`config.mk`:
```
export PLATFORM = sky130hd
export DESIGN_NAME = acip_mul
export DESIGN_NICKNAME = d
export VERILOG_FILES = /design/src/design/acip_pkg.sv /design/src/design/acip_mul.sv
export SDC_FILE = /design/constraint.sdc
export NUM_CORES = 2
export LEC_CHECK = 0
export BUFFER_PORTS_ARGS = -buffer_cell sky130_fd_sc_hd__buf_4
export CAP_MARGIN = 30
export CORE_MARGIN = 2
export CORE_UTILIZATION = 51
export DETAILED_ROUTE_END_ITERATION = 8
export PLACE_DENSITY = 0.83
export SKIP_CTS_REPAIR_TIMING = 1
export SLEW_MARGIN = 20
export SYNTH_ARGS = -nofsm -noshare
export SYNTH_HDL_FRONTEND = slang
export SYNTH_SLANG_ARGS = --single-unit
```
`constraint.sdc`:
```
create_clock -name clk -period 24.3 [get_ports clk]
set_clock_uncertainty 0.05 [all_clocks]
set_input_delay 7.29 -clock clk [delete_from_list [all_inputs] [get_ports clk]]
set_output_delay 7.29 -clock clk [all_outputs]
set_load 0.1 [all_outputs]
```
`src/design/acip_pkg.sv`:
```
// shared types, codes and widths of the anchor curve interpolator
package acip_pkg;

  localparam int POS_W = 31;
  localparam int VAL_W = 32;
  localparam int MODE_W = 2;
  localparam int OP_W = 2;
  localparam int STAT_W = 2;
  localparam int QPOS_W = 47;

  localparam int DEF_MAX_ANCHORS = 256;
  localparam int DEF_FRAC_BITS = 16;

  localparam int T_BITS = 30;
  localparam int QUO_W = 34;
  localparam int LIMB_W = 32;
  localparam int FACT_W = 33;
  localparam int WIDE_W = 160;

  localparam logic [OP_W-1:0] OP_CLEAR = 2'd0;
  localparam logic [OP_W-1:0] OP_APPEND = 2'd1;
  localparam logic [OP_W-1:0] OP_QUERY = 2'd2;

  localparam logic [MODE_W-1:0] MODE_NONE = 2'd0;
  localparam logic [MODE_W-1:0] MODE_LINEAR = 2'd1;
  localparam logic [MODE_W-1:0] MODE_HERMITE = 2'd2;

  localparam logic [STAT_W-1:0] ST_OK = 2'd0;
  localparam logic [STAT_W-1:0] ST_FULL = 2'd1;
  localparam logic [STAT_W-1:0] ST_ORDER = 2'd2;

  typedef struct packed {
    logic [MODE_W-1:0] mode;
    logic signed [VAL_W-1:0] value;
    logic [POS_W-1:0] pos;
  } anchor_t;

endpackage

```
`src/design/acip_mul.sv`:
```
// wide by narrow multiplier, one limb per cycle, product kept modulo the wide width
module acip_mul #(
  parameter int NW = acip_pkg::WIDE_W,
  parameter int FW = acip_pkg::FACT_W
) (
  input  logic          clk,
  input  logic          rst,
  input  logic          start,
  input  logic [NW-1:0] a_in,
  input  logic [FW-1:0] f_in,
  output logic          done,
  output logic [NW-1:0] p
);
  import acip_pkg::*;

  localparam int NL = NW / LIMB_W;
  localparam int CNT_W = (NL > 1) ? $clog2(NL) : 1;
  localparam int S_W = LIMB_W + FW;

  logic [NW-1:0] a_reg;
  logic [FW-1:0] f_reg;
  logic [FW-1:0] carry;
  logic [CNT_W-1:0] cnt;
  logic run;
  logic [S_W-1:0] s;

  // one limb times the factor plus the running carry
  assign s = S_W'(a_reg[LIMB_W-1:0]) * S_W'(f_reg) + S_W'(carry);

  always_ff @(posedge clk) begin
    done <= 1'b0;
    if (rst) begin
      run <= 1'b0;
    end else if (start) begin
      a_reg <= a_in;
      f_reg <= f_in;
      carry <= '0;
      p <= '0;
      cnt <= CNT_W'(NL - 1);
      run <= 1'b1;
    end else if (run) begin
      p <= {s[LIMB_W-1:0], p[NW-1:LIMB_W]};
      a_reg <= a_reg >> LIMB_W;
      carry <= s[S_W-1:LIMB_W];
      cnt <= cnt - CNT_W'(1);
      if (cnt == '0) begin
        run <= 1'b0;
        done <= 1'b1;
      end
    end
    if (rst) begin
      done <= 1'b0;
    end
  end

endmodule

```
==> out/metrics.yaml <==
drt:
  met1_length_mm: 47.4
  top_layer: "met4"
  totalWireLength_mm: 127
  wl_per_cell_um: 20.1
  met2_wirelength_mm: 62.9
  vias: 34300
  drc_errors: 0
  wl_met3_mm: 11.0
  vias_per_cell: 5.44
  ant_nets: 0
  drtIter0Drc: 2885
  dr.pass1.iters: 5
timing:
  hold_viol: 0
  tightest_slew_ns: 1.16
  grt_setup_unrepaired: "no"
  final_max_slew_viol_count: 0
  finalCritPeriodShare_pct: 41.6
  fin_crit_ns: 10.11
  fin_tns_setup_ns: 0
  timing.slew.headroom_pct: 22.6
  max_freq_mhz: 98.9
  report.final.setup_viol: 0
floorplanning:
  rows: 114
  start_util_pct: 51.6
  num_io_pins: 357
  die_w_um: 317
  coreArea_mm2: 0.0969
  dieArea_mm2: 0.100
  die_y_um: 317
yosys:
  yosys.area.top_type: "fa_1"
  netlist_instances: 4787
  synth_area_leaders: "fa_1 38%, edfxtp_1 23%, inv_1 7.9%"
  async_flop_share_pct: 0
  synth_area_mm2: 0.0499
  synth_top_area_share_pct: 38.4
  synth_nets: 6208
  synth_edf_count: 389
  synth_seq_cells: 391
  yosysWarnings: 0
  ys.flop_type: "edfxtp_1"
  syn-mean-instance-area_um2: 10.4
  yosysSeqAreaShare_pct: 23.5
  yosysUniqueCellTypes: 75
cells_and_area:
  final_common_cell: "inv_1"
  areaGrowthSynthToFinish_pct: 10.6
  layout_common_cells: "1056 x inv_1, 959 x fa_1, 627 x nand2_1"
  drive_above_1_share_pct: 12.9
  final_net_count: 6423
setup_path:
  reg2reg_depth: 28
  worst-endpoint-required_ns: 24.46
  path_max_fanout: 195
  cp.arrival_ns: 10.27
  crit_chain: "buf_8 > nor2_1 > nor2_4 > buf_4 > buf_16 > buf_12"
  end_kind: "register"
  cp-start-kind: "input port"
  cpPeakStageDelay_ns: 0.69
  critPathSlowestCell: "buf_12"
  critPathKind: "input port to register"
cts:
  clk_path_buf_depth: 3
  cts_made_buffers: 42
  clock_latency_ns: 0.63
  h-tree-depth: 2
  root_buffer: "clkbuf_16"
  path_clk_slew_ns: 0.07
  cts_tree: "yes"
  cts_sinks: 391
grt:
  grt_max_degree: 196
  grt_usage_pct: 26.2
  overflow: 0
  grt_pass1_vias: 38200
  grt_first_pass_wirelength_mm: 204
  grt_antenna_before_repair: 4
hold_path:
  min_path_cells: 1
  min-delay-path-class: "register to register"
placed_design:
  numPortBuffers: 356
  gp_congestion: 0.964
  dp_hpwl_mm: 96.6
flow_run:
  cap_viol_max_count: 0
outcome:
  status: "finished clean"
[stage by stage]
step                utilization, %  cells  area, um^2  hold WS (ns)  setup WS, ns
global placement              55.5   6230       53800         0.412         13.55
floorplan                        -   4787       49900         0.394         0.284
finish                        57.0   6311       55200         0.458         14.19
CTS                           57.0   6308       55200         0.451         14.32
global route                  57.0   6309       55200         0.470         13.98
detailed placement            55.6   6233       53900         0.426         13.70
[routing by layer]
layer  track usage [%]  vias to the layer above
met5                 0                        -
met1              33.6                    17500
met4              9.94                        0
met3              4.53                      368
met2              44.6                     1717
li1                  -                    14700
[synth_stat cells (3+ instances only)]
| master | instances |
|---|---|
| and4_1 | 4 |
| a211o_1 | 4 |
| a211oi_1 | 5 |
| a31oi_1 | 8 |
| inv_1 | 1056 |
| fa_1 | 959 |
| nor2b_1 | 139 |
| and2_1 | 515 |
| nand2_1 | 627 |
| o21ai_0 | 25 |
| a31o_2 | 3 |
| and3_1 | 8 |
| nand3_1 | 12 |
| o21ai_1 | 5 |
| o21bai_1 | 15 |
| nor3_1 | 11 |
| xor2_1 | 25 |
| nand2b_1 | 5 |
| buf_2 | 6 |
| mux2_2 | 129 |
| o21a_1 | 7 |
| ha_1 | 266 |
| xnor2_1 | 29 |
| nand4_1 | 19 |
| a211oi_2 | 3 |
| a21oi_1 | 81 |
| edfxtp_1 | 389 |
| nor2_1 | 82 |
| clkbuf_1 | 250 |
| a311oi_1 | 3 |
| a21o_1 | 40 |
[kinds of logic after synthesis]
family	synth area share, %
AND/OR/NAND/NOR	14.5
adder cells (fa/ha/maj)	45.1
multiplexers	2.93
XOR/XNOR	0.947
buffers and inverters	9.93
AO/OA/AOI/OAI	3.11
flip-flops	23.5
[worst paths after layout]
kind	startpoint	endpoint	slack, ns
max	start	p[156]	14.19
min	run	done	0.46
max reg2reg	a_reg[2]	carry[30]	15.91
min reg2reg	run	done	0.46
[critical path, delay by kind of cell]
kind,cells,cell delay [ns]
buffers and inverters,4,1.82
and+or+nand+nor,2,0.79
[cell type report]
class	instances	area, um^2
antenna	2	5.00
clock buffer	46	1070
clock inverter	29	256
fill	7688	41600
inverter	1056	3960
multi-input combinational	3079	33300
sequential	391	11700
tap	1276	1600
timing repair buffer	432	3340
Power is not shown: default switching activity piles up to over one toggle a cycle in this logic, so the estimate is an artifact.
