`src/design/acip_pkg.sv`:
```
// shared types, codes and widths of the anchor curve interpolator
package acip_pkg;

  localparam int POS_W = 31;
  localparam int VAL_W = 32;
  localparam int MODE_W = 2;
  localparam int OP_W = 2;
  localparam int STAT_W = 2;
  localparam int QPOS_W = 47;

  localparam int DEF_MAX_ANCHORS = 256;
  localparam int DEF_FRAC_BITS = 16;

  localparam int T_BITS = 30;
  localparam int QUO_W = 34;
  localparam int LIMB_W = 32;
  localparam int FACT_W = 33;
  localparam int WIDE_W = 160;

  localparam logic [OP_W-1:0] OP_CLEAR = 2'd0;
  localparam logic [OP_W-1:0] OP_APPEND = 2'd1;
  localparam logic [OP_W-1:0] OP_QUERY = 2'd2;

  localparam logic [MODE_W-1:0] MODE_NONE = 2'd0;
  localparam logic [MODE_W-1:0] MODE_LINEAR = 2'd1;
  localparam logic [MODE_W-1:0] MODE_HERMITE = 2'd2;

  localparam logic [STAT_W-1:0] ST_OK = 2'd0;
  localparam logic [STAT_W-1:0] ST_FULL = 2'd1;
  localparam logic [STAT_W-1:0] ST_ORDER = 2'd2;

  typedef struct packed {
    logic [MODE_W-1:0] mode;
    logic signed [VAL_W-1:0] value;
    logic [POS_W-1:0] pos;
  } anchor_t;

endpackage

```
`src/design/acip_div.sv`:
```
// restoring divider, one quotient bit per cycle, quotient known to fit QB bits
module acip_div #(
  parameter int NW = acip_pkg::WIDE_W,
  parameter int QB = acip_pkg::QUO_W
) (
  input  logic          clk,
  input  logic          rst,
  input  logic          start,
  input  logic [NW-1:0] num,
  input  logic [NW-1:0] den,
  output logic          done,
  output logic [QB-1:0] quo
);

  localparam int CNT_W = $clog2(QB);

  logic [NW-1:0] r;
  logic [NW-1:0] d;
  logic [CNT_W-1:0] cnt;
  logic run;
  logic ge;

  assign ge = (r >= d);

  always_ff @(posedge clk) begin
    done <= 1'b0;
    if (rst) begin
      run <= 1'b0;
    end else if (start) begin
      r <= num;
      d <= den << (QB - 1);
      quo <= '0;
      cnt <= CNT_W'(QB - 1);
      run <= 1'b1;
    end else if (run) begin
      if (ge) begin
        r <= r - d;
      end
      quo <= {quo[QB-2:0], ge};
      d <= d >> 1;
      cnt <= cnt - CNT_W'(1);
      if (cnt == '0) begin
        run <= 1'b0;
        done <= 1'b1;
      end
    end
    if (rst) begin
      done <= 1'b0;
    end
  end

endmodule

```
`config.mk`:
```
export PLATFORM = sky130hd
export DESIGN_NAME = acip_div
export DESIGN_NICKNAME = d
export VERILOG_FILES = /design/src/design/acip_pkg.sv /design/src/design/acip_div.sv
export SDC_FILE = /design/constraint.sdc
export NUM_CORES = 1
export LEC_CHECK = 0
export ABC_AREA = 0
export BUFFER_PORTS_ARGS = -buffer_cell sky130_fd_sc_hd__buf_2
export CORE_UTILIZATION = 40
export DETAILED_ROUTE_END_ITERATION = 8
export PLACE_DENSITY = 0.61
export RECOVER_POWER = 25
export SYNTH_ARGS = -nofsm -noshare
export SYNTH_HDL_FRONTEND = slang
export SYNTH_SLANG_ARGS = --single-unit
export TNS_END_PERCENT = 10
```
`constraint.sdc`:
```
create_clock -name clk -period 22.1 [get_ports clk]
set_input_delay 5.525 -clock clk [delete_from_list [all_inputs] [get_ports clk]]
set_output_delay 5.525 -clock clk [all_outputs]
set_load 0.1 [all_outputs]
```
==> flow_summary.json, run 1 <==
{
  "relSlewSlack_pct": -187.3,
  "io_pins": 358,
  "syn_inst": 3038,
  "cts_buffers": 44,
  "path_clk_slew_ns": 0.06,
  "cellPowerDensity_mw_per_mm2": 75.49,
  "wirelength_mm": 82.56,
  "dieArea_mm2": 0.06650,
  "period_share_pct": 53.67,
  "finalCriticalPeriod_ns": 11.86,
  "synth.area.top_cells": "edfxtp_1, ha_1, o21ai_0, nand2_1, a21oi_1",
  "cts_buffer_depth": 3,
  "slowest_delay_ns": 2.52,
  "vias": 23140,
  "ys_ff_latch": 362,
  "critPathKind": "in -> reg",
  "maxCapViolCount": 4,
  "ys_types": 94,
  "post_cts_resized": 0,
  "clock_latency_ns": 0.58,
  "skew_ns": 0.01724,
  "hold_buffers": 0,
  "layout-drive-gt1-share_pct": 12.68,
  "clockRootBuffer": "clkbuf_16",
  "netlist_area_mm2": 0.02619,
  "drv_slew": 351,
  "syn_nets": 3524,
  "cts.htree.levels": 2,
  "grt_max_degree": 125,
  "syn_area_per_cell_um2": 8.621,
  "grt_pass1_vias": 22390,
  "finalPower_mw": 2.242,
  "rsz0062_at_grt": "false",
  "fin_nets": 3759,
  "yosysTopAreaCell": "edfxtp_1",
  "die_w_um": 257.9,
  "status": "finished with violations",
  "vias_per_cell": 5.560,
  "power_leakage_nw": 12.13,
  "seq_area_frac_synth_pct": 41.43,
  "cts_tree": "yes",
  "grt_antenna_before_repair": 2,
  "ant_nets": 0,
  "arrival_ns": 12.25,
  "drtPass1Iterations": 5,
  "cp-start-kind": "primary input",
  "grt_pass1_wl_mm": 126.9,
  "rows": 93,
  "clock.fmax_mhz": 84.31,
  "drt-initial-drc-count": 2028,
  "finalSetupViolCount": 0,
  "grt_overflow": 0,
  "place_hpwl_mm": 64.24,
  "cp_max_fo": 103,
  "ir_drop_uv": 46.18,
  "endpoint_kind": "register",
  "synth_top_cell_area_share_pct": 41.28,
  "clock_sinks": 362,
  "fin_tns_setup_ns": 0,
  "tightest_slew_ns": 4.309,
  "min_path_type": "reg -> reg",
  "hold_violations": 0,
  "yosys_most_used_dff": "edfxtp_1",
  "path_cells": "clkbuf_1 -> clkbuf_1 -> buf_4 -> buf_4 -> nor3_1 -> a21oi_1 -> o21ai_0 -> a311oi_1",
  "track_usage_pct": 24.30,
  "critical-path-slowest-cell": "clkbuf_1",
  "coreArea_mm2": 0.06458,
  "initial_core_util_pct": 40.55,
  "synthArstFlopShare_pct": 0,
  "violations": "capacitance limit, slew limit",
  "yosysWarnings": 0,
  "dieHeight_um": 257.9,
  "io_buffers": 324,
  "area_growth_pct": 13.39,
  "drc_errors": 0,
  "wl_per_cell_um": 19.84,
  "gp_congestion": 0.9518,
  "postCtsSetupBuffers": 0,
  "synth_edf_count": 360,
  "required_ns": 22.49
}
synth_stat cells (all sizes together), types with 41 or more instances:
| cell type | n |
|---|---|
| nand2 | 471 |
| o21ai | 421 |
| edfxtp | 360 |
| a21oi | 256 |
| inv | 220 |
| nor2 | 206 |
| ha | 162 |
| clkbuf | 133 |
| a21o | 86 |
| xnor2 | 85 |
| nand4 | 81 |
| xor2 | 62 |
| o21bai | 54 |
| nor2b | 51 |
| nor3 | 46 |
| nand3 | 41 |
final cells by class:
class	count	area (um^2)
Antenna cell	2	5.005
Fill cell	6461	34880
Inverter	220	825.8
Clock buffer	57	1201
Clock inverter	21	145.1
Timing Repair Buffer	341	1697
Tap cell	855	1070
Multi-Input combinational cell	2304	13900
Sequential cell	362	10850
per-stage QoR:
stage          cell area, um^2  util, %  setup WS [ns]  hold slack [ns]  instances
2_1_floorplan            26190        -          3.020           0.4543       3038
3_3_place_gp             28410    44.00          13.00           0.4710       4082
3_5_place_dp             28410    44.00          12.96           0.4683       4082
4_1_cts                  29760    46.08          13.55           0.4814       4160
5_1_grt                  29700    45.98          9.383           0.5069       4162
6_report                 29700    45.98          10.24           0.4832       4162
registers in the layout, summed over array words and instances, names as in the netlist:
| register | flops |
|---|---|
| d | 160 |
| quo | 34 |
| r | 160 |
| run | 1 |
| cnt | 6 |
| done | 1 |
worst max-delay path, delay by kind of cell:
family                 cells  cell delay, ns
buffers and inverters      4            5.89
and+or+nand+nor            1            0.10
AOI/OAI and AO/OA          3            0.61
cells by family (layout without fill, tap and decap cells):
group | Yosys count | in the layout | synth area share, %
AO/OA/AOI/OAI | 992 | 992 | 22.81
adder cells (fa/ha/maj) | 163 | 163 | 7.816
flip-flops | 362 | 362 | 41.43
buffers and inverters | 372 | 639 | 5.518
other | 0 | 2 | 0
XOR/XNOR | 147 | 147 | 4.916
AND/OR/NAND/NOR | 998 | 998 | 17.34
multiplexers | 4 | 4 | 0.1672
where the power goes:
| part | switching [mW] | internal (mW) |
|---|---|---|
| Sequential | 0.0156 | 0.832 |
| Clock | 0.304 | 0.395 |
| Combinational | 0.454 | 0.241 |
path summary, 6_finish.rpt:
| path | startpoint | end | slack [ns] | cells past startpoint |
|---|---|---|---|---|
| worst max-delay path | start | r[109]$_DFFE_PP_ | 10.24 | 8 |
| worst min-delay path | run$_SDFF_PP0_ | done$_SDFF_PP0_ | 0.48 | 1 |
| worst max register to register | d[0]$_SDFFCE_PP0P_ | r[54]$_DFFE_PP_ | 15.40 | 16 |
| worst min register to register | run$_SDFF_PP0_ | done$_SDFF_PP0_ | 0.48 | 1 |
per-layer routing:
layer	vias up	global-route usage [%]	routed length (um)
li1	11420	-	-
met1	10870	35.19	38760
met2	743	38.22	36930
met3	107	2.758	4855
met4	0	6.755	2014
met5	-	0	0
layout by cell type, fill, tap and decap left out, types with 81 or more instances in the layout:
master	n
nand4_1	81
nor2_1	206
o21ai_0	396
a21oi_1	254
a21o_1	86
nand2_1	470
xnor2_1	85
edfxtp_1	360
buf_2	294
inv_1	220
ha_1	162
No activity file was read; power rests on OpenSTA's default activity.
==> run 2: changes to the inputs <==
Settings changed: PLACE_DENSITY 0.61 to 0.63.
Clock period 22.1 ns to 10.7 ns, I/O delays scaled along.
==> flow_summary.json, run 2 (synthesized netlist as in run 1, its figures left out) <==
{
  "status": "finished with violations",
  "violations": "capacitance limit, slew limit",
  "layout-drive-gt1-share_pct": 13.31,
  "setup_slack_ns": 2.489,
  "final_cell_mix": "nand2_1, o21ai_0, edfxtp_1",
  "placedCellCount": 4077,
  "fin_tns_setup_ns": 0,
  "place_hpwl_mm": 63.25,
  "cts_buffers": 43,
  "cts.htree.levels": 2,
  "die_w_um": 257.9,
  "path_clk_slew_ns": 0.05,
  "vias_per_cell": 5.556,
  "hold_violations": 0,
  "io_pins": 358,
  "skew_ns": 0.02182,
  "drc_errors": 0,
  "tightest_slew_ns": 3.774,
  "final_cell_count_no_fill": 4156,
  "holdWs_ns": 0.4808,
  "wirelength_mm": 81.16,
  "mostFrequentLayoutCell": "nand2_1",
  "grt_pass1_wl_mm": 124.7,
  "maxCapViolCount": 3,
  "hold_buffers": 0,
  "dieArea_mm2": 0.06650,
  "grt_antenna_before_repair": 4,
  "place_ws_ns": 3.958,
  "wl_per_cell_um": 19.53,
  "cellPowerDensity_mw_per_mm2": 154.3,
  "p_sw_mw": 1.592,
  "p_int_mw": 2.989,
  "clock_sinks": 362,
  "coreArea_mm2": 0.06458,
  "ant_nets": 0,
  "postCtsSetupBuffers": 0,
  "track_usage_pct": 23.87,
  "rows": 93,
  "cp_max_fo": 88,
  "arrival_ns": 8.59,
  "dieHeight_um": 257.9,
  "cp-start-kind": "primary input",
  "clockRootBuffer": "clkbuf_16",
  "finalSetupViolCount": 0,
  "grt_overflow": 0,
  "required_ns": 11.08,
  "rsz0062_at_grt": "false",
  "drv_slew": 257,
  "drt-initial-drc-count": 2047,
  "grt_max_degree": 206,
  "reg.largest.list": "d: 160 flops, r: 160 flops, quo: 34 flops",
  "power_frac_seq_pct": 38.2,
  "post_cts_resized": 0,
  "area_growth_pct": 13.34,
  "critPathKind": "in -> reg",
  "initial_core_util_pct": 40.55,
  "power_leakage_nw": 12.17,
  "cts_tree": "yes",
  "relSlewSlack_pct": -151.6,
  "min_path_type": "reg -> reg",
  "io_buffers": 324,
  "clock_latency_ns": 0.60,
  "finalCriticalPeriod_ns": 8.211,
  "endpoint_kind": "register",
  "drtPass1Iterations": 5,
  "sw_frac_of_total_pct": 34.76,
  "vias": 23090,
  "ir_drop_uv": 96.30,
  "cts_buffer_depth": 3,
  "gp_congestion": 0.9438,
  "pwr-share-clk_pct": 30.6,
  "clock.fmax_mhz": 121.8,
  "fin_nets": 3753,
  "period_share_pct": 76.74,
  "grt_pass1_vias": 22040,
  "p_comb_share_pct": 31.2
}
[run 2: metrics by stage]
| stage | total power [mW] | utilization, % | cell area, um^2 |
|---|---|---|---|
| 3_5_place_dp | 3.184 | 43.98 | 28400 |
| 6_report | 4.581 | 45.97 | 29680 |
| 3_3_place_gp | 3.174 | 43.98 | 28400 |
| 2_1_floorplan | 2.795 | - | 26200 |
| 5_1_grt | 4.809 | 45.96 | 29680 |
| 4_1_cts | 4.597 | 46.00 | 29700 |
[run 2: routing by layer]
layer | part of all wire (%) | vias up | track usage, %
met3 | 6.4 | 113 | 3.484
met4 | 2.9 | 2 | 7.396
li1 | - | 11380 | -
met1 | 46 | 10850 | 33.78
met2 | 45 | 742 | 37.54
met5 | 0.014 | - | 0
[run 2: worst paths after layout]
path | to | from | slack [ns] | depth (start not counted)
max | r[89]$_DFFE_PP_ | start | 2.49 | 4
min | done$_SDFF_PP0_ | run$_SDFF_PP0_ | 0.48 | 1
max reg2reg | r[63]$_DFFE_PP_ | d[0]$_SDFFCE_PP0P_ | 3.78 | 15
min reg2reg | done$_SDFF_PP0_ | run$_SDFF_PP0_ | 0.48 | 1
[run 2: power by group through the flow]
stage	clock network [mW]	logic (mW)	registers, mW
final	1.40	1.43	1.75
after global routing	1.47	1.57	1.76
after CTS	1.43	1.41	1.75
after detailed placement	0	1.40	1.78
after global placement	0	1.40	1.77
after floorplan	0	0.960	1.84
[run 2: critical path: stages]
cell and delay (ns):
clkbuf_1 2.60, clkbuf_1 2.41, nand2_1 0.51, o21ai_0 0.24
[run 2: cell type report]
cell class	count	area, um^2
fillers	6387	34900
diodes	3	7.507
multi-input cells	2304	13900
repair buffers	336	1727
inverters	220	825.8
flip-flops and latches	362	10850
clock inverters	23	188.9
clock buffers	53	1114
well taps	855	1070
