File: src/design/acip_ram.sv
// generic single-port-write, single-port-read ram with registered read
module acip_ram #(
  parameter int WIDTH = 8,
  parameter int DEPTH = 16
) (
  input  logic                     clk,
  input  logic                     we,
  input  logic [$clog2(DEPTH)-1:0] waddr,
  input  logic [WIDTH-1:0]         wdata,
  input  logic [$clog2(DEPTH)-1:0] raddr,
  output logic [WIDTH-1:0]         rdata
);

  logic [WIDTH-1:0] mem [DEPTH];

  always_ff @(posedge clk) begin
    if (we) begin
      mem[waddr] <= wdata;
    end
    rdata <= mem[raddr];
  end

endmodule

File: config.mk
export PLATFORM = sky130hd
export DESIGN_NAME = acip_ram
export DESIGN_NICKNAME = d
export VERILOG_FILES = /design/src/design/acip_ram.sv
export SDC_FILE = /design/constraint.sdc
export NUM_CORES = 1
export LEC_CHECK = 0
export BUFFER_PORTS_ARGS = -buffer_cell sky130_fd_sc_hd__buf_2
export CAP_MARGIN = 20
export CORE_ASPECT_RATIO = 0.8
export CORE_MARGIN = 4
export CORE_UTILIZATION = 65
export DETAILED_ROUTE_END_ITERATION = 10
export HOLD_SLACK_MARGIN = 0.15
export PLACE_DENSITY = 0.84
export SLEW_MARGIN = 40
export SYNTH_ARGS = -nofsm -noshare
export SYNTH_HDL_FRONTEND = slang
export SYNTH_SLANG_ARGS = --single-unit
File: constraint.sdc
create_clock -name clk -period 2.98 [get_ports clk]
set_input_delay 0.298 -clock clk [delete_from_list [all_inputs] [get_ports clk]]
set_output_delay 0.298 -clock clk [all_outputs]
set_load 0.01 [all_outputs]
==> impl_metrics.toml, run 1 <==
[placement]
port-buffer-count = 25
dp_hpwl_um = 6170
placed_cell_area_um2 = 5360
place.gp.congestion = 0.833

[power]
leakage_uw = 0.00204
power_density_nw_per_um2 = 779
ir_drop_uv = 635

[sta]
fin_skew_ps = 6.18
hold_ws_ps = 181
tightestPinTransition_ps = 830
period_share = 0.531
maxSlewHeadroom = 0.445
finalSetupTns_ps = 0
fmax_ghz = 0.632
layout_min_cycle_time_ps = 1580
hold_violations = 0
setup_viol = 0
rsz0062_at_grt = "no"
drv_slew = 0

[final_layout]
final_cell_area_um2 = 6050
nets = 287
synthToLayoutAreaGrowth_pct = 17.5
diodes = 0
drive_gt1_frac = 0.301

[clock_tree]
cts_hold_buffers = 0
clk_path_buf_depth = 2
cts_setup_buffers = 0
ctsResizeCount = 0
cts-root-buf = "clkbuf_8"
cts_tree = "yes"
worstSkewPairLatency_ps = 520
cts_buffers = 17
htree_levels = 4
clk_pin_slew_ps = 60
clock-sinks = 136

[die]
ios = 26
rows = 28
die_x_um = 107
die_height_um = 87.6
core_um2 = 7530
start_util = 0.683
dieArea_um2 = 9420

[routing]
initialDrtViolationCount = 258
firstDrtPassIters = 5
ant_nets = 0
drt_wl_total_um = 11200
vias = 2534
wl_per_cell_um = 29.0
vias_per_cell = 6.55
drc = 0

[global_route]
use_met3 = 0.0862
grt_use_met2 = 0.449
grtUsageMet1 = 0.333
antenna_found_initial = 0
grt_max_degree = 33
grt_pass1_vias = 2698
grt_first_pass_wirelength_um = 16900
grt-ovfl-total = 0
busiest_layer = "met2"
gr-usage-all-layers = 0.269

[run_status]
status = "finished, final reports clean"

[worst_setup_path]
timing.rr.start = "mem[2][2]$_DFFE_PP_"
critPathBufInv = 2
slowest_delay_ps = 610
path_cells = "buf_2, buf_4, mux4_1, a22oi_1, nand2_1"
crit_required_ps = 3370
critPathMaxFanout = 16
startpoint = "raddr[0]"
worstSetupEndpointType = "flop"
cp.arrival_ps = 1970
criticalPathCategory = "in -> reg"
crit_slowest_cell = "mux4_1"
critPathLaunchType = "input port"
crit_family = "buffers and inverters"

[yosys]
ys_types = 19
ys_seq_area_frac = 0.778
ys_warn_count = 0
ys_seq_elements = 136
syn-cell-area_um2 = 5150
syn-instance-count = 229
synthesis.nets = 247
avgSynthCellArea_um2 = 22.5

[job]
drv_cap = 0

[worst_hold_path]
min_path_type = "in -> reg"
min_from = "wdata[5]"
sequential cells by signal, indices dropped and copies added (netlist names):
| name | cells |
|---|---|
| rdata | 8 |
| mem | 128 |
per-stage QoR:
stage          setup WS [ps]  std cells   util  total power (uW)
2_1_floorplan           1190        229      -              2300
3_3_place_gp             860        355  0.712              2380
3_5_place_dp             892        355  0.712              2390
4_1_cts                 1400        387  0.801              4730
5_1_grt                 1300        387  0.803              4840
6_report                1400        387  0.803              4710
Yosys cell counts:
cell / count / share of area
a22oi_1: 16 / 0.023
and2_1: 1 / 0.0012
and2b_1: 1 / 0.0015
buf_2: 3 / 0.0029
buf_4: 1 / 0.0015
buf_6: 3 / 0.0066
clkdlybuf4s25_2: 3 / 0.0058
dfxtp_1: 8 / 0.031
edfxtp_1: 128 / 0.75
mux4_1: 14 / 0.071
mux4_2: 18 / 0.079
nand2_1: 9 / 0.0066
nand2b_1: 2 / 0.0024
nand3_1: 1 / 0.00097
nand3b_1: 2 / 0.0029
nor2_1: 13 / 0.0095
nor2b_1: 1 / 0.0012
nor3_1: 4 / 0.0039
or3b_2: 1 / 0.0017
power by group:
part	total, uW	switching, uW	internal [uW]
logic	203	124	79.3
registers	2160	15.7	2140
clock network	2360	755	1600
kinds of logic (layout without fill, tap and decap cells):
kind of cell / count (synthesis) / after routing / share of synthesized area
AO/OA/AOI/OAI: 16 / 16 / 0.0233
multiplexers: 32 / 32 / 0.150
flip-flops: 136 / 136 / 0.778
AND/OR/NAND/NOR: 35 / 35 / 0.0318
buffers and inverters: 10 / 63 / 0.0168
placed cells by master, fill, tap and decap left out, types with 6 or more instances in the layout:
| cell | count |
|---|---|
| a22oi_1 | 16 |
| buf_2 | 25 |
| buf_4 | 6 |
| bufinv_16 | 7 |
| clkbuf_16 | 16 |
| dfxtp_1 | 8 |
| edfxtp_1 | 128 |
| mux4_1 | 14 |
| mux4_2 | 18 |
| nand2_1 | 9 |
| nor2_1 | 6 |
| nor2_2 | 7 |
path summary, 6_finish.rpt:
kind,end,slack (ps),cells after the start
setup / recovery,rdata[1]$_DFF_P_,1400,5
hold / removal,mem[5][5]$_DFFE_PP_,180,1
setup reg to reg,rdata[2]$_DFF_P_,1440,3
hold reg to reg,rdata[3]$_DFF_P_,680,3
layout make-up:
type                            count  area, um^2
Clock buffer                       17         414
Clock inverter                     15         254
Fill cell                         367        1480
Multi-Input combinational cell     83        1070
Sequential cell                   136        4000
Tap cell                          105         131
Timing Repair Buffer               31         170
layer usage:
metal  part of all wire  up-vias
li1                   -     1055
met1               0.37     1282
met2               0.51      166
met3              0.088       31
met4              0.031        0
met5                  0        -
Note: power is estimated with default switching activity, not from simulation.
==> run 2, diff against run 1 <==
- CORE_UTILIZATION: 65 -> 54
- PLACE_DENSITY: 0.84 -> 0.74
- clock period: 2.98 -> 1.3 ns (I/O delays scaled with it)
==> run 2 against run 1 <==
Net effect: count of clock-buffer cells in the layout rose by 6; sequential cell count unchanged; worst setup slack lost 1400 ps; utilization fell by 11 points; total power rose by 130%; clock power grew 130%; critical path depth down 2; largest cell class unchanged.
==> impl_metrics.toml, run 2 (synthesized netlist as in run 1, its figures left out) <==
[final_layout]
largest_reg_flops = 128
nets = 317
drive_gt1_frac = 0.388
diodes = 0
final_cell_mix = "edfxtp_1, mux4_2, buf_2"
regMostFlops = "mem"
final_cell_area_um2 = 6380
final_common_cell = "edfxtp_1"
n_fill_cell = 573
reg.largest.list = "mem (128), rdata (8)"
post-route-util = 0.697
final_cells = 427
synthToLayoutAreaGrowth_pct = 24.0

[die]
ios = 26
die_x_um = 117
start_util = 0.562
die_height_um = 95.3
rows = 31
core_um2 = 9150
dieArea_um2 = 11200

[sta]
period_share = 0.976
setup_viol = 0
tightestPinTransition_ps = 996
fin_skew_ps = 5.05
layout_min_cycle_time_ps = 1270
drv_slew = 0
maxSlewHeadroom = 0.334
hold_violations = 0
finalSetupTns_ps = 0
fmax_ghz = 0.788

[worst_setup_path]
cp.arrival_ps = 1560
critPathMaxFanout = 1
timing.rr.start = "mem[1][0]$_DFFE_PP_"
crit_required_ps = 1600
ff2ff_path_depth = 3
rr_endpoint = "rdata[0]$_DFF_P_"
critPathLaunchType = "flop"
regToRegSetupSlack_ps = 30
worstSetupEndpointType = "flop"
criticalPathCategory = "reg -> reg"

[global_route]
grt_max_degree = 17
gr-usage-all-layers = 0.205
antenna_found_initial = 0
grt_pass1_vias = 2597
grt-ovfl-total = 0
grt_first_pass_wirelength_um = 15500

[clock_tree]
cts-root-buf = "clkbuf_16"
clk_path_buf_depth = 2
clk_pin_slew_ps = 50
cts_tree = "yes"
cts_buffers = 17
clock-sinks = 136
htree_levels = 4
worstSkewPairLatency_ps = 410

[worst_hold_path]
hold_path_depth = 3
min_path_type = "in -> reg"
min_from = "waddr[1]"
min_to = "mem[0][3]$_DFFE_PP_"

[power]
leakage_uw = 0.00219
ir_drop_uv = 1420
power_density_nw_per_um2 = 1700
total_power_uw = 10800

[placement]
port-buffer-count = 25
place.gp.congestion = 0.737
place_inst = 387
placed_cell_area_um2 = 5610
dp_hpwl_um = 6330

[run_status]
status = "finished, final reports clean"

[job]
drv_cap = 0

[routing]
drt_wl_total_um = 10100
drc = 0
ant_nets = 0
wl_per_cell_um = 23.7
firstDrtPassIters = 4
vias_per_cell = 5.90
initialDrtViolationCount = 185
vias = 2521
==> run 2: cell count changes in the layout (fill, tap and decap cells not counted), moves of 3 or more <==
cell	delta
buf_4	+18
a22oi_1	-11
a22oi_2	+11
dlygate4sd3_1	+8
mux4_1	-8
mux4_2	+8
nor2_1	+7
nor2_2	-7
buf_12	+4
clkbuf_1	+3
nor3_1	-3
nor3_2	+3
==> run 2: metal layers <==
metal  vias up  global-route usage  share of wire
met5         -                   0              0
met4         0              0.0917          0.011
met3         9              0.0501          0.063
met2       108               0.294           0.48
met1      1297               0.300           0.45
li1       1107                   -              -
==> run 2: final cells by class <==
cell class                 instances  area [um^2]  share of cell area
sequential                       136         4000               0.627
multi-input combinational         83         1100               0.172
clock buffer                      23          478              0.0749
tap                              115          144              0.0225
clock inverter                     9          193              0.0302
timing repair buffer              61          465              0.0729
==> run 2: worst max-delay path by stage <==
stage,end,start,slack [ps],cells after the start
after floorplan,mem[3][0]$_DFFE_PP_,waddr[2],-100,2
after global placement,rdata[3]$_DFF_P_,raddr[0],-190,5
after detailed placement,rdata[1]$_DFF_P_,raddr[0],-200,5
after CTS,rdata[2]$_DFF_P_,mem[1][2]$_DFFE_PP_,2,3
after global routing,rdata[4]$_DFF_P_,mem[9][4]$_DFFE_PP_,-20,3
final,rdata[0]$_DFF_P_,mem[1][0]$_DFFE_PP_,30,3
==> run 2: stage by stage <==
stage,hold WS [ps],setup WS (ps)
3_5_place_dp,526,-202
4_1_cts,292,1.65
3_3_place_gp,517,-188
2_1_floorplan,229,-96.1
5_1_grt,314,-19.1
6_report,312,31.0
==> run 2: critical path, stage by stage, from the launching register on <==
cell and delay (ps):
edfxtp_1 360, mux4_1 520, a22oi_2 210, nand2_1 70
==> run 2: timing repair <==
action,CTS,global route
hold buffers,8,0
setup buffers,0,0
setup endpoints to repair,4,8
pin swaps,1,4
hold endpoints to repair,128,0
gates resized for setup,4,15
==> run 2: report_power, final <==
part / internal [uW] / switching [uW]
combinational: 252 / 285
clock: 3730 / 1630
sequential: 4910 / 34.9
total: 8890 / 1950
==> run 3, diff against run 2 <==
- CORE_UTILIZATION: 54 -> 45
- PLACE_DENSITY: 0.74 -> default
==> run 3 against run 2 <==
Net effect: final area shrank 1.4%; via count shrank 1.6%; largest power group is now sequential cells; register-to-register slack is essentially flat; die area grew 18%; critical path depth is the same; global-route usage shrank 4.4 points; hold slack lost 64 ps; sequential cell count is the same; final cell count grew 7.0%; worst setup slack lost 1.3 ps; largest cell class unchanged; combinational power is essentially flat.
==> impl_metrics.toml, run 3 (synthesized netlist as in run 1, its figures left out) <==
[run_status]
status = "finished, final reports clean"

[power]
power_density_nw_per_um2 = 1540
ir_drop_uv = 930
total_power_uw = 9710
leakage_uw = 0.00213

[final_layout]
n_fill_cell = 806
synthToLayoutAreaGrowth_pct = 22.2
diodes = 0
drive_gt1_frac = 0.374
largest_reg_flops = 128
nets = 318
final_common_cell = "edfxtp_1"
post-route-util = 0.571
regMostFlops = "mem"
reg.largest.list = "mem (128), rdata (8)"
final_cell_mix = "edfxtp_1, buf_2, buf_4"

[sta]
setup_viol = 0
rsz0062_at_grt = "yes"
maxSlewHeadroom = 0.562
tightestPinTransition_ps = 654
fin_skew_ps = 5.49
drv_slew = 0
hold_violations = 0
fmax_ghz = 0.787
period_share = 0.977
layout_min_cycle_time_ps = 1270

[placement]
dp_hpwl_um = 6430
port-buffer-count = 25
place.gp.congestion = 0.703

[worst_setup_path]
criticalPathCategory = "reg -> reg"
critPathLaunchType = "flop"
critPathMaxFanout = 1
crit_required_ps = 1580
worstSetupEndpointType = "flop"
cp.arrival_ps = 1550

[job]
drv_cap = 0

[clock_tree]
cts_tree = "yes"
worstSkewPairLatency_ps = 400
cts_buffers = 17
clk_path_buf_depth = 2
clk_pin_slew_ps = 50
htree_levels = 4
clock-sinks = 136
cts-root-buf = "clkbuf_16"
cts_setup_buffers = 0

[global_route]
grt-ovfl-total = 0
grt_max_degree = 21
grt_pass1_vias = 2469
grt_first_pass_wirelength_um = 15100
gr-usage-all-layers = 0.160
antenna_found_initial = 0

[routing]
wl_per_cell_um = 21.8
drc = 0
vias_per_cell = 5.43
drt_wl_total_um = 9960
firstDrtPassIters = 4
ant_nets = 0
vias = 2481
initialDrtViolationCount = 264

[die]
die_height_um = 104
core_um2 = 11000
start_util = 0.467
rows = 34
die_x_um = 128
ios = 26
dieArea_um2 = 13200

[worst_hold_path]
min_path_type = "in -> reg"
## run 3: cell type report
type	instances	area (um^2)	share of cell area
Tap cell	144	180	0.0286
Multi-Input combinational cell	83	1110	0.177
Clock inverter	5	47.5	0.00756
Timing Repair Buffer	62	473	0.0752
Clock buffer	27	473	0.0752
Sequential cell	136	4000	0.637
## run 3: metal layers
metal / wire [um] / vias up / track usage
met5: 0 / - / 0
met4: 122 / 0 / 0.0492
met3: 477 / 11 / 0.0545
met2: 4570 / 66 / 0.224
met1: 4790 / 1293 / 0.239
li1: - / 1111 / -
## run 3: critical path: stages, from the launching register on
cell and delay, ps:
edfxtp_1 350, mux4_2 480, a22oi_2 200, nand2_2 110
## run 3: repair_timing
action,CTS,global route
resized for setup,9,9
endpoints found under the hold margin,128,0
hold buffers,8,0
pin swaps,3,8
endpoints found under the setup margin,8,7
## run 3: where the power goes
part,internal [uW],leakage (uW),switching [uW]
registers,4910,0.00122,28.1
clock network,2660,0.000252,1580
logic,251,0.000656,288
## run 3: path summary, 6_finish.rpt
| path | start | endpoint | slack (ps) | cells past startpoint |
|---|---|---|---|---|
| worst min register to register | mem[4][1]$_DFFE_PP_ | rdata[1]$_DFF_P_ | 670 | 3 |
| worst max-delay path | mem[3][6]$_DFFE_PP_ | rdata[6]$_DFF_P_ | 30 | 3 |
| worst min-delay path | raddr[3] | rdata[5]$_DFF_P_ | 250 | 4 |
| worst max register to register | mem[3][6]$_DFFE_PP_ | rdata[6]$_DFF_P_ | 30 | 3 |
## run 3: metrics by stage
step	TNS (ps)	std cells	worst slack (ps)	hold slack, ps	cell area [um^2]
5_1_grt	-10.8	457	-6.33	259	6290
6_report	0	457	29.7	248	6290
4_1_cts	-4.36	457	-4.36	257	6290
3_3_place_gp	-4760	417	-348	526	5650
2_1_floorplan	-2940	229	-96.1	229	5160
3_5_place_dp	-5200	417	-314	523	5650
